<file path="config.mk">
export PLATFORM = sky130hd
export DESIGN_NAME = priority_semaphore_bank_top
export DESIGN_NICKNAME = d
export VERILOG_FILES = /design/src/sv/psb_pkg.sv /design/src/sv/priority_semaphore_bank_top.sv /design/src/sv/psb_prienc.sv /design/src/sv/psb_core.sv
export SDC_FILE = /design/constraint.sdc
export NUM_CORES = 1
export LEC_CHECK = 0
export BUFFER_PORTS_ARGS = -buffer_cell sky130_fd_sc_hd__buf_2
export CORE_MARGIN = 2
export CORE_UTILIZATION = 47
export CTS_CLUSTER_SIZE = 10
export DETAILED_ROUTE_END_ITERATION = 6
export SETUP_SLACK_MARGIN = 0.2
export SLEW_MARGIN = 25
export SYNTH_ARGS = -nofsm -noshare
export SYNTH_HDL_FRONTEND = slang
export SYNTH_SLANG_ARGS = --single-unit
</file>
<file path="constraint.sdc">
create_clock -name aclk -period 5 [get_ports aclk]
set_input_delay 0.5 -clock aclk [delete_from_list [all_inputs] [get_ports aclk]]
set_output_delay 0.5 -clock aclk [all_outputs]
set_load 0.01 [all_outputs]
</file>
<file path="src/sv/psb_pkg.sv">
// Shared types, widths and codes for the priority semaphore bank.
package psb_pkg;

    localparam int NUM_SEMAPHORES_DEF = 8;
    localparam int MAX_TASKS_DEF      = 32;
    localparam int COUNT_WIDTH_DEF    = 16;

    localparam int MODE_W       = 2;
    localparam int SEM_ID_W     = 3;
    localparam int PRIO_W       = 6;
    localparam int TMO_W        = 32;
    localparam int STATUS_W     = 2;
    localparam int SLOT_COUNT   = 8;   // semaphores a 3-bit id can address
    localparam int INIT_COUNT_W = 8;
    localparam int MASK_CFG_W   = 8;
    localparam int CFG_DATA_W   = 64;
    localparam int CFG_IDX_W    = 1;
    localparam int S_TDATA_W    = 48;
    localparam int M_TDATA_W    = 16;

    typedef enum logic [MODE_W-1:0] {
        MODE_WAIT   = 2'd0,
        MODE_SIGNAL = 2'd1,
        MODE_RESUME = 2'd2
    } mode_t;

    typedef enum logic [STATUS_W-1:0] {
        ST_OK      = 2'd0,
        ST_BLOCKED = 2'd1,
        ST_REFUSED = 2'd2,
        ST_TIMEOUT = 2'd3
    } status_t;

    typedef enum logic [CFG_IDX_W-1:0] {
        CFG_COUNTING_MASK  = 1'd0,
        CFG_INITIAL_COUNTS = 1'd1
    } cfg_idx_t;

    typedef struct packed {
        logic [MODE_W-1:0]   mode;
        logic [SEM_ID_W-1:0] sem_id;
        logic [PRIO_W-1:0]   prio;
        logic                tmo_nz;
    } op_req_t;

    typedef struct packed {
        status_t             status;
        logic                rel_valid;
        logic [PRIO_W-1:0]   rel_prio;
    } op_rsp_t;

    typedef struct packed {
        logic                  wr_mask;
        logic                  wr_counts;
        logic [CFG_DATA_W-1:0] data;
    } cfg_wr_t;

endpackage

</file>
<file path="src/sv/priority_semaphore_bank_top.sv">
// Top level of the priority semaphore bank: stream ports, word registers, config port.
//
// On its way from s_ to m_, each word is captured in an input register,
// then the addressed semaphore's count and blocked mask are read, updated through
// a priority encoder over the mask, and written back in the same edge that loads
// the result register. One word is accepted per cycle while the result side
// drains; state written by one word is seen by the next. Configuration writes
// through cfg_* are never stalled (cfg_ready is always high) and must be made
// only while no word is in flight; index 0 sets the counting mask, index 1 loads
// the initial counts and clears every blocked mask.
module priority_semaphore_bank_top #(
    parameter int NUM_SEMAPHORES = psb_pkg::NUM_SEMAPHORES_DEF,
    parameter int MAX_TASKS      = psb_pkg::MAX_TASKS_DEF,
    parameter int COUNT_WIDTH    = psb_pkg::COUNT_WIDTH_DEF
) (
    input  logic                            aclk,
    input  logic                            aresetn,
    input  logic                            s_tvalid,
    output logic                            s_tready,
    // mode[1:0], sem_id[4:2], task_priority[10:5], timeout_ticks[42:11], zero fill
    input  logic [psb_pkg::S_TDATA_W-1:0]   s_tdata,
    output logic                            m_tvalid,
    input  logic                            m_tready,
    // status[1:0], released_valid[2], released_priority[8:3], zero fill
    output logic [psb_pkg::M_TDATA_W-1:0]   m_tdata,
    input  logic                            cfg_valid,
    output logic                            cfg_ready,
    input  logic [psb_pkg::CFG_IDX_W-1:0]   cfg_index,
    input  logic [psb_pkg::CFG_DATA_W-1:0]  cfg_data
);

    logic              in_vld_reg;
    logic              in_vld_next;
    psb_pkg::op_req_t  in_req_reg;
    logic              out_vld_reg;
    logic              out_vld_next;
    psb_pkg::op_rsp_t  out_rsp_reg;
    psb_pkg::op_rsp_t  rsp;
    psb_pkg::op_req_t  s_req;
    psb_pkg::cfg_wr_t  cfg;
    logic              advance;
    logic              op_fire;
    logic              s_fire;

    assign s_req.mode   = s_tdata[1:0];
    assign s_req.sem_id = s_tdata[4:2];
    assign s_req.prio   = s_tdata[10:5];
    assign s_req.tmo_nz = |s_tdata[42:11];

    assign cfg_ready     = 1'b1;
    assign cfg.wr_mask   = cfg_valid &&
                           (psb_pkg::cfg_idx_t'(cfg_index) == psb_pkg::CFG_COUNTING_MASK);
    assign cfg.wr_counts = cfg_valid &&
                           (psb_pkg::cfg_idx_t'(cfg_index) == psb_pkg::CFG_INITIAL_COUNTS);
    assign cfg.data      = cfg_data;

    // Result register moves when empty or taken; input register refills behind it.
    assign advance  = !out_vld_reg || m_tready;
    assign op_fire  = in_vld_reg && advance;
    assign s_tready = !in_vld_reg || advance;
    assign s_fire   = s_tvalid && s_tready;

    assign in_vld_next  = s_fire || (in_vld_reg && !advance);
    assign out_vld_next = op_fire || (out_vld_reg && !m_tready);

    always_ff @(posedge aclk) begin
        if (!aresetn) begin
            in_vld_reg  <= 1'b0;
            out_vld_reg <= 1'b0;
        end else begin
            in_vld_reg  <= in_vld_next;
            out_vld_reg <= out_vld_next;
        end
    end

    always_ff @(posedge aclk) begin
        if (s_fire) begin
            in_req_reg <= s_req;
        end
        if (op_fire) begin
            out_rsp_reg <= rsp;
        end
    end

    psb_core #(
        .NUM_SEMAPHORES (NUM_SEMAPHORES),
        .MAX_TASKS      (MAX_TASKS),
        .COUNT_WIDTH    (COUNT_WIDTH)
    ) u_core (
        .aclk    (aclk),
        .aresetn (aresetn),
        .cfg     (cfg),
        .op_fire (op_fire),
        .req     (in_req_reg),
        .rsp     (rsp)
    );

    assign m_tvalid = out_vld_reg;
    assign m_tdata  = {7'd0, out_rsp_reg.rel_prio, out_rsp_reg.rel_valid,
                       out_rsp_reg.status};

    a_release_is_ok: assert property (@(posedge aclk) disable iff (!aresetn)
        m_tvalid && m_tdata[2] |-> m_tdata[1:0] == psb_pkg::ST_OK)
        else $error("release reported with non-ok status");

    a_no_release_no_prio: assert property (@(posedge aclk) disable iff (!aresetn)
        m_tvalid && !m_tdata[2] |-> m_tdata[8:3] == '0)
        else $error("released priority set without a release");

    a_stall_only_when_full: assert property (@(posedge aclk) disable iff (!aresetn)
        !s_tready |-> in_vld_reg && out_vld_reg && !m_tready)
        else $error("input stalled with room in the word registers");

    a_held_word_stable: assert property (@(posedge aclk) disable iff (!aresetn)
        in_vld_reg && !advance |=> in_vld_reg && $stable(in_req_reg))
        else $error("pending word lost or changed while stalled");

endmodule

</file>
<file path="src/sv/psb_prienc.sv">
// Highest-set-bit encoder over the blocked-task mask.
module psb_prienc #(
    parameter int WIDTH = psb_pkg::MAX_TASKS_DEF
) (
    input  logic [WIDTH-1:0]          vec,
    output logic                      any,
    output logic [psb_pkg::PRIO_W-1:0] idx
);

    always_comb begin
        idx = '0;
        for (int i = 0; i < WIDTH; i++) begin
            if (vec[i]) begin
                idx = psb_pkg::PRIO_W'(i);
            end
        end
        any = |vec;
    end

endmodule

</file>
<file path="src/sv/psb_core.sv">
// Semaphore state registers and the per-word wait/signal/resume update.
module psb_core #(
    parameter int NUM_SEMAPHORES = psb_pkg::NUM_SEMAPHORES_DEF,
    parameter int MAX_TASKS      = psb_pkg::MAX_TASKS_DEF,
    parameter int COUNT_WIDTH    = psb_pkg::COUNT_WIDTH_DEF
) (
    input  logic              aclk,
    input  logic              aresetn,
    input  psb_pkg::cfg_wr_t  cfg,
    input  logic              op_fire,
    input  psb_pkg::op_req_t  req,
    output psb_pkg::op_rsp_t  rsp
);

    localparam int NumSlots = (NUM_SEMAPHORES < psb_pkg::SLOT_COUNT) ?
                              NUM_SEMAPHORES : psb_pkg::SLOT_COUNT;
    localparam logic [32:0] CountMaxWide = (33'd1 << COUNT_WIDTH) - 33'd1;
    localparam logic [COUNT_WIDTH-1:0] CountMax = CountMaxWide[COUNT_WIDTH-1:0];

    logic [psb_pkg::MASK_CFG_W-1:0] cmask_reg;
    logic [COUNT_WIDTH-1:0]         cnt_arr  [psb_pkg::SLOT_COUNT];
    logic [MAX_TASKS-1:0]           mask_arr [psb_pkg::SLOT_COUNT];

    logic [COUNT_WIDTH-1:0]     cnt_cur;
    logic [MAX_TASKS-1:0]       mask_cur;
    logic [COUNT_WIDTH-1:0]     cnt_new;
    logic [MAX_TASKS-1:0]       mask_new;
    logic [MAX_TASKS-1:0]       prio_bit;
    logic [MAX_TASKS-1:0]       mask_drop_top;
    logic [psb_pkg::PRIO_W-1:0] prio_m1;
    logic [psb_pkg::PRIO_W-1:0] top_idx;
    logic                       top_any;
    logic                       prio_ok;
    logic                       sem_ok;
    logic                       counting;

    function automatic logic [COUNT_WIDTH-1:0] reload_count(
        input logic [psb_pkg::INIT_COUNT_W-1:0] b,
        input logic                             is_cnt
    );
        logic [32:0] c;
        c = 33'(b);
        if (!is_cnt && c > 33'd1) begin
            c = 33'd1;
        end
        if (c > CountMaxWide) begin
            c = CountMaxWide;
        end
        return c[COUNT_WIDTH-1:0];
    endfunction

    always_ff @(posedge aclk) begin
        if (!aresetn) begin
            cmask_reg <= '0;
        end else if (cfg.wr_mask) begin
            cmask_reg <= cfg.data[psb_pkg::MASK_CFG_W-1:0];
        end
    end

    // One count and one mask per addressable semaphore that the bank holds.
    for (genvar s = 0; s < psb_pkg::SLOT_COUNT; s++) begin : g_slot
        if (s < NumSlots) begin : g_live
            logic [COUNT_WIDTH-1:0] cnt_reg;
            logic [MAX_TASKS-1:0]   mask_reg;

            always_ff @(posedge aclk) begin
                if (!aresetn) begin
                    cnt_reg  <= '0;
                    mask_reg <= '0;
                end else if (cfg.wr_counts) begin
                    cnt_reg  <= reload_count(
                        cfg.data[psb_pkg::INIT_COUNT_W*s +: psb_pkg::INIT_COUNT_W],
                        cmask_reg[s]);
                    mask_reg <= '0;
                end else if (op_fire && sem_ok &&
                             req.sem_id == psb_pkg::SEM_ID_W'(s)) begin
                    cnt_reg  <= cnt_new;
                    mask_reg <= mask_new;
                end
            end

            assign cnt_arr[s]  = cnt_reg;
            assign mask_arr[s] = mask_reg;
        end else begin : g_none
            assign cnt_arr[s]  = '0;
            assign mask_arr[s] = '0;
        end
    end

    assign sem_ok   = 32'(req.sem_id) < NUM_SEMAPHORES;
    assign cnt_cur  = cnt_arr[req.sem_id];
    assign mask_cur = mask_arr[req.sem_id];
    assign counting = cmask_reg[req.sem_id];

    assign prio_ok = (req.prio != '0) && (32'(req.prio) <= MAX_TASKS);
    assign prio_m1 = req.prio - psb_pkg::PRIO_W'(1);

    psb_prienc #(
        .WIDTH (MAX_TASKS)
    ) u_prienc (
        .vec (mask_cur),
        .any (top_any),
        .idx (top_idx)
    );

    always_comb begin
        for (int i = 0; i < MAX_TASKS; i++) begin
            prio_bit[i]      = prio_ok && (prio_m1 == psb_pkg::PRIO_W'(i));
            mask_drop_top[i] = mask_cur[i] && (top_idx != psb_pkg::PRIO_W'(i));
        end
    end

    always_comb begin
        cnt_new       = cnt_cur;
        mask_new      = mask_cur;
        rsp.status    = psb_pkg::ST_REFUSED;
        rsp.rel_valid = 1'b0;
        rsp.rel_prio  = '0;
        if (sem_ok) begin
            case (psb_pkg::mode_t'(req.mode))
                psb_pkg::MODE_WAIT: begin
                    if (cnt_cur != '0) begin
                        cnt_new    = cnt_cur - COUNT_WIDTH'(1);
                        rsp.status = psb_pkg::ST_OK;
                    end else if (req.tmo_nz && prio_ok) begin
                        mask_new   = mask_cur | prio_bit;
                        rsp.status = psb_pkg::ST_BLOCKED;
                    end
                end
                psb_pkg::MODE_SIGNAL: begin
                    if (top_any) begin
                        // Hand the unit straight to the highest blocked priority.
                        mask_new      = mask_drop_top;
                        rsp.status    = psb_pkg::ST_OK;
                        rsp.rel_valid = 1'b1;
                        rsp.rel_prio  = top_idx + psb_pkg::PRIO_W'(1);
                    end else if (counting ? (cnt_cur != CountMax) : (cnt_cur == '0)) begin
                        cnt_new    = cnt_cur + COUNT_WIDTH'(1);
                        rsp.status = psb_pkg::ST_OK;
                    end
                end
                psb_pkg::MODE_RESUME: begin
                    if (prio_ok) begin
                        rsp.status = ((mask_cur & prio_bit) == '0) ?
                                     psb_pkg::ST_OK : psb_pkg::ST_TIMEOUT;
                        mask_new   = mask_cur & ~prio_bit;
                    end
                end
                default: begin
                    rsp.status = psb_pkg::ST_REFUSED;
                end
            endcase
        end
    end

endmodule

</file>
==> results.cfg, run 1 <==
[setup_path]
worst-r2r-cell-count = 16
timing.reg2reg.setup_slack_ns = 0.48
critical_path.slowest_cell = sky130_fd_sc_hd__edfxtp_1
startpoint_kind_of_the_worst_setup_timing_path = flip-flop
path_delay_family = compound AO/OA/AOI/OAI gates
critical_path_peak_fanout = 24
timing.critical_path.required_ns = 5.50
critPathKind = flip-flop to flip-flop
setup.worst_path.start = in_req_reg[9]
timing.critical_path.mode_cell = sky130_fd_sc_hd__and2_1
cp_slowest_stage_delay_ns = 0.57
critPathArrivalTime_ns = 5.02
critical_path_buf_inv_count = 2
r2r_start = in_req_reg[9]
r2r-end = u_core.g_slot[7].g_live.mask_reg[23]
critical_path_depth = 16
sequence_of_cells_on_the_critical_path = buf_12, mux4_2, mux2i_1, buf_4, a21oi_1, a311oi_1, nand3_1, a31o_2, a21boi_0, o21bai_1, ha_1, and2_1, and2_1, a221oi_1, a31oi_2, a211oi_1
crit_path_end_kind = flip-flop

[sta]
finalHoldViolCount = 0
worst_clock_skew_ns = 0.02216
achievable-frequency_mhz = 221.4
final.period_utilization_pct = 90.34
report.final.slew_viol_count = 0
worst_slew_margin_rel_pct = 31.70
setup_total_neg_slack_ns = 0
period_minus_slack_ns = 4.517
slack_of_the_critical_path_ns = 0.4829
final-setup-viol-count = 0
worstMarginPinSlew_ns = 1.025
grt_setup_unrepaired = false

[die]
die_area_sq_um = 46800
rows = 77
die_x_um = 216.3
core_region_area_sq_um = 44320
floorplan.io_pins = 137
start_util_pct = 47.81
die_h_um = 216.3

[worst_hold_path]
hold_path_startpoint = s_tdata[1]
hold_path_end = in_req_reg[11]
hold_class = input port to flip-flop
holdPathStages = 1

[placed_design]
port_buffers = 123
detailedPlace.worstSlack_ns = 0.3763
gpl.final_weighted_congestion = 0.9564
detailed_place_hpwl_um = 51430

[global_routing]
overflow = 0
largest_net_degree_at_the_start_of_global_routing = 160
first_pass_grt_wire_length_um = 111900
number_of_global_route_vias_before_repair = 18540
globalRouteTotalUtil_pct = 31.13
antenna_found_initial = 3

[yosys]
synth.top_cell.area_share_pct = 37.22
synthCells = 2336
async_reset_ff_share_pct = 0
avgSynthCellArea_sq_um = 9.071
yosys_register_bits = 415
synth.area.top_cells = sky130_fd_sc_hd__dfxtp_1 (37%), sky130_fd_sc_hd__mux4_2 (8.6%), sky130_fd_sc_hd__a21oi_1 (6.8%)
yosys_most_used_dff = sky130_fd_sc_hd__dfxtp_1
synth.lib_cells_used.distinct = 101
yosys_warnings = 0
synth.largest_area_cell = sky130_fd_sc_hd__dfxtp_1
syn_area_sq_um = 21190
synth-edff-count = 21
synth.yosys.seq_area_share_pct = 40.20

[cts]
numCtsBuffers = 48
cts_max_path_buffers = 3
clk_pin_slew_ns = 0.06
clock-sinks = 415
cell_chosen_for_the_clock_root = sky130_fd_sc_hd__clkbuf_16
insertion_delay_ns = 0.60
ctsHoldBuffers = 0
cts_tree = yes
clock_tree.htree_level_count = 2

[drt]
count_of_routing_violations_after_the_opening_detailed_route_iteration = 2156
drc = 0
count_of_tritonroute_iterations_in_the_first_routing_pass = 6
via_count_normalized_by_instance_count = 6.450
vias = 19725
wire_per_inst_um = 24.50
final_antenna_net_count = 0
drt_wl_total_um = 74930

[power]
leakage_nw = 8.769
vdd_drop_max_v = 0.0002388
pwr_dens_nw_per_um2 = 319.8

[cells_and_area]
final_layout_size_suffix_gt1_share_pct = 20.37
syn_to_final_growth_pct = 14.20
final_nets = 2572
number_of_flip_flops_under_the_largest_register_name = 256

[run_status]
run_status = completed

[flow_run]
maxCapViolations = 0
[worst reg2reg max path, stage by stage, from the launching register on]
cell and delay [ns]:
sky130_fd_sc_hd__edfxtp_1 0.57, sky130_fd_sc_hd__buf_12 0.30, sky130_fd_sc_hd__mux4_2 0.55, sky130_fd_sc_hd__mux2i_1 0.18, sky130_fd_sc_hd__buf_4 0.16, sky130_fd_sc_hd__a21oi_1 0.04
sky130_fd_sc_hd__a311oi_1 0.40, sky130_fd_sc_hd__nand3_1 0.13, sky130_fd_sc_hd__a31o_2 0.26, sky130_fd_sc_hd__a21boi_0 0.16, sky130_fd_sc_hd__o21bai_1 0.15, sky130_fd_sc_hd__ha_1 0.27
sky130_fd_sc_hd__and2_1 0.17, sky130_fd_sc_hd__and2_1 0.22, sky130_fd_sc_hd__a221oi_1 0.37, sky130_fd_sc_hd__a31oi_2 0.16, sky130_fd_sc_hd__a211oi_1 0.32
[how the worst max path moves through the flow]
stage / endpoint / slack, ns
after detailed placement: u_core.g_slot[1].g_live.mask_reg[13] / 0.38
after floorplan: u_core.g_slot[6].g_live.mask_reg[12] / 0.45
after global placement: u_core.g_slot[7].g_live.mask_reg[13] / 0.39
after global routing: u_core.g_slot[2].g_live.cnt_reg[15] / 0.21
final: u_core.g_slot[7].g_live.mask_reg[23] / 0.48
after CTS: u_core.g_slot[1].g_live.mask_reg[13] / 0.33
[cell families after synthesis]
group	synth area share [%]
xor gates and xnor gates	0.6731
muxes	15.28
and+or+nand+nor	14.53
DFF	40.20
other	0.03544
buffers and inverters	5.048
adders and majority gates	0.4724
AOI/OAI and AO/OA	23.77
[per-stage QoR]
stage          util (%)  power [mW]  area [sq um]  hold WS [ns]  instances
5_1_grt           54.60       7.989         24200       0.06439       3058
4_1_cts           54.22       7.752         24030       0.05232       3050
2_1_floorplan         -       4.169         21210        0.4341       2342
3_3_place_gp      51.10       4.548         22640        0.4422       2981
6_report          54.60       7.738         24200       0.07488       3058
3_5_place_dp      51.11       4.557         22650        0.4492       2981
[what timing repair did]
action,CTS,global route
gates resized for setup,0,14
setup buffers,0,6
setup endpoints to repair,0,129
[area by class of cell]
cell class	instances	area, sq um
diodes	1	2.502
clock buffers	65	1296
clock inverters	4	81.33
fillers	4037	20120
inverters	20	75.07
multi-input cells	1713	11780
flip-flops and latches	415	8518
well taps	592	740.7
repair buffers	248	1709
[layer usage]
layer,wire length [um],vias up,global-route usage (%)
li1,-,8999,-
met1,32100,9674,42.55
met2,33770,910,48.50
met3,6284,142,5.993
met4,2780,0,12.65
met5,0,-,0
[cells in the mapped netlist, types with 12 or more instances]
master,instances
sky130_fd_sc_hd__nor3_1,36
sky130_fd_sc_hd__buf_4,19
sky130_fd_sc_hd__inv_1,18
sky130_fd_sc_hd__mux4_2,81
sky130_fd_sc_hd__nor2b_1,19
sky130_fd_sc_hd__nand3_1,100
sky130_fd_sc_hd__and2_1,17
sky130_fd_sc_hd__mux2i_1,76
sky130_fd_sc_hd__a21oi_1,287
sky130_fd_sc_hd__o22ai_1,12
sky130_fd_sc_hd__o21ai_0,254
sky130_fd_sc_hd__mux2_2,37
sky130_fd_sc_hd__a31oi_1,44
sky130_fd_sc_hd__buf_2,16
sky130_fd_sc_hd__a22oi_1,13
sky130_fd_sc_hd__nand4_1,15
sky130_fd_sc_hd__dfxtp_1,394
sky130_fd_sc_hd__clkbuf_1,131
sky130_fd_sc_hd__nand2_1,151
sky130_fd_sc_hd__and3_1,14
sky130_fd_sc_hd__edfxtp_1,21
sky130_fd_sc_hd__a211oi_1,98
sky130_fd_sc_hd__o211ai_1,16
sky130_fd_sc_hd__o21ai_1,19
sky130_fd_sc_hd__nor4_1,26
sky130_fd_sc_hd__nor2_1,194
[report_power, final]
group / switching, mW / total (mW) / internal, mW
registers: 0.0607 / 3.48 / 3.42
logic: 0.688 / 1.06 / 0.370
clock network: 1.36 / 3.20 / 1.84
[layout by cell type (no fill, tap or decap), drive strengths merged, types with 9 or more instances in the layout]
cell type	n
xnor2	9
o22ai	12
nand2b	10
nor3	41
inv	20
a31oi	46
and2	18
nor4	26
clkbuf	66
o21ai	282
buf	247
mux2i	76
nor2	195
mux4	90
a211oi	98
and3	14
a221oi	9
or2	14
a21oi	291
nor2b	19
nand3	101
mux2	37
o221ai	9
o211ai	16
a22oi	13
dfxtp	394
nand2	152
edfxtp	21
nand4	16
(Power assumes the default switching activity.)
==> inputs of run 2 (changes only) <==
Settings changed: CORE_UTILIZATION 47 to 30.
==> results.cfg, run 2 (synthesis results as in run 1) <==
[run_status]
run_status = completed

[power]
vdd_drop_max_v = 0.0002420
pwr_dens_nw_per_um2 = 319.2
switching_power_mw = 2.136
leakage_nw = 8.799
power.sequential.fraction_pct = 44.3
swShare_pct = 27.17
combinationalPowerShare_pct = 13.1
clock_power_share_pct = 42.6
p_int_mw = 5.725

[cells_and_area]
layout_commonest_cell = sky130_fd_sc_hd__dfxtp_1
layout.cells.non_filler = 3416
number_of_flip_flops_under_the_largest_register_name = 256
syn_to_final_growth_pct = 16.23
final_nets = 2576
final_layout_size_suffix_gt1_share_pct = 20.48
regArea_sq_um = 8518
multi_input_comb_area_sq_um = 11740
num-fill-cells = 7179
final_cell_mix = sky130_fd_sc_hd__dfxtp_1 (394), sky130_fd_sc_hd__a21oi_1 (286), sky130_fd_sc_hd__o21ai_0 (253)

[drt]
wire_per_inst_um = 20.91
count_of_tritonroute_iterations_in_the_first_routing_pass = 5
final_antenna_net_count = 0
count_of_routing_violations_after_the_opening_detailed_route_iteration = 1939
vias = 19253
drt_wl_total_um = 71430
via_count_normalized_by_instance_count = 5.636
drc = 0

[global_routing]
largest_net_degree_at_the_start_of_global_routing = 150
globalRouteTotalUtil_pct = 19.05
met3_usage_pct = 3.049
antenna_found_initial = 0
routing_layer_with_the_top_usage_in_global_route = met2
first_pass_grt_wire_length_um = 110500
grtUsageMet2_pct = 31.11
overflow = 0
number_of_global_route_vias_before_repair = 18477
grt.met1_usage_pct = 25.89

[setup_path]
timing.critical_path.required_ns = 5.44
critPathKind = flip-flop to flip-flop
timing.reg2reg.setup_slack_ns = 0.51
crit_path_end_kind = flip-flop
worst-r2r-cell-count = 18
r2r-end = u_core.g_slot[1].g_live.mask_reg[24]
r2r_start = in_req_reg[9]
startpoint_kind_of_the_worst_setup_timing_path = flip-flop
critPathArrivalTime_ns = 4.93
critical_path_peak_fanout = 31

[sta]
final-setup-viol-count = 0
grt_setup_unrepaired = false
worstMarginPinSlew_ns = 0.9090
period_minus_slack_ns = 4.490
setup_total_neg_slack_ns = 0
report.final.slew_viol_count = 0
final.period_utilization_pct = 89.79
worst_slew_margin_rel_pct = 39.25
achievable-frequency_mhz = 222.7
finalHoldViolCount = 0
worst_clock_skew_ns = 0.04322

[die]
start_util_pct = 30.26
floorplan.io_pins = 137
die_x_um = 269.8
core_region_area_sq_um = 70030
rows = 97
die_area_sq_um = 72780
die_h_um = 269.8

[placed_design]
detailed_place_hpwl_um = 48870
gpl.final_weighted_congestion = 0.9834
placed_instances = 3338
port_buffers = 123

[cts]
clock_tree.htree_level_count = 2
cts_tree = yes
numCtsBuffers = 50
cts_resized = 0
insertion_delay_ns = 0.62
clk_pin_slew_ns = 0.07
cell_chosen_for_the_clock_root = sky130_fd_sc_hd__clkbuf_16
clock-sinks = 415
ctsHoldBuffers = 0
cts_max_path_buffers = 3
post-cts-setup-buffers = 0

[worst_hold_path]
holdPathStages = 1
hold_path_startpoint = s_tdata[2]
hold_path_end = in_req_reg[7]
hold_class = input port to flip-flop

[flow_run]
maxCapViolations = 0
## run 2: cell count changes in the layout (fill, tap and decap cells not counted), sizes merged
cell	previous run	this run
buf	247	250
clkbuf	66	70
inv	20	23
clkinvlp	0	1
clkinv	3	2
## run 2: layer usage
| metal | share of wire, % | wire length [um] | vias to the layer above |
|---|---|---|---|
| met4 | 2.6 | 1873 | 0 |
| met5 | 0 | 0 | - |
| met3 | 6.7 | 4783 | 125 |
| li1 | - | - | 9006 |
| met1 | 44 | 31670 | 9401 |
| met2 | 46 | 33110 | 721 |
## run 2: cell type report
type	instances	share of cell area (%)
well taps	940	4.775
clock buffers	70	5.547
clock inverters	7	0.3505
inverters	20	0.3048
multi-input cells	1713	47.65
diodes	1	0.01016
repair buffers	250	6.777
flip-flops and latches	415	34.58
## run 2: worst max path at each step
stage	from	end	slack, ns	cells after the start
2_1_floorplan	in_req_reg[9]	u_core.g_slot[6].g_live.mask_reg[12]	0.45	20
3_3_place_gp	in_req_reg[9]	u_core.g_slot[6].g_live.mask_reg[8]	0.44	17
3_5_place_dp	in_req_reg[9]	u_core.g_slot[3].g_live.mask_reg[8]	0.40	17
4_1_cts	in_req_reg[9]	u_core.g_slot[0].g_live.mask_reg[8]	0.35	17
5_1_grt	in_req_reg[9]	u_core.g_slot[5].g_live.mask_reg[4]	0.21	17
6_report	in_req_reg[9]	u_core.g_slot[1].g_live.mask_reg[24]	0.51	18
## run 2: critical path, cell delays in order (launching register included)
cell and delay, ns:
sky130_fd_sc_hd__edfxtp_1 0.44, sky130_fd_sc_hd__buf_12 0.26, sky130_fd_sc_hd__mux4_2 0.54, sky130_fd_sc_hd__mux2i_1 0.37, sky130_fd_sc_hd__inv_1 0.11, sky130_fd_sc_hd__nor3_1 0.37, sky130_fd_sc_hd__nand3_1 0.19, sky130_fd_sc_hd__a31o_2 0.27
sky130_fd_sc_hd__a21boi_0 0.16, sky130_fd_sc_hd__o21bai_1 0.14, sky130_fd_sc_hd__inv_1 0.11, sky130_fd_sc_hd__ha_1 0.13, sky130_fd_sc_hd__and2_1 0.18, sky130_fd_sc_hd__and2_1 0.20, sky130_fd_sc_hd__buf_4 0.14, sky130_fd_sc_hd__nand3_1 0.08
sky130_fd_sc_hd__a32oi_1 0.29, sky130_fd_sc_hd__buf_4 0.23, sky130_fd_sc_hd__a21oi_1 0.08
## run 2: through the flow
stage | total power [mW] | utilization [%] | hold WS [ns] | instance area [sq um] | setup slack, ns
6_report | 7.861 | 35.17 | 0.08174 | 24630 | 0.5103
5_1_grt | 8.134 | 35.17 | 0.05510 | 24630 | 0.2074
4_1_cts | 7.893 | 35.14 | 0.05317 | 24600 | 0.3510
3_5_place_dp | 4.557 | 33.06 | 0.4537 | 23150 | 0.4000
3_3_place_gp | 4.556 | 33.04 | 0.4435 | 23130 | 0.4447
2_1_floorplan | 4.169 | - | 0.4341 | 21210 | 0.4456
## run 2: power by group through the flow
stage          clock, mW  sequential (mW)  combinational (mW)
2_1_floorplan          0             3.52               0.648
3_3_place_gp           0             3.55                1.01
3_5_place_dp           0             3.55                1.01
4_1_cts             3.40             3.48                1.01
5_1_grt             3.54             3.49                1.10
6_report            3.35             3.48                1.03
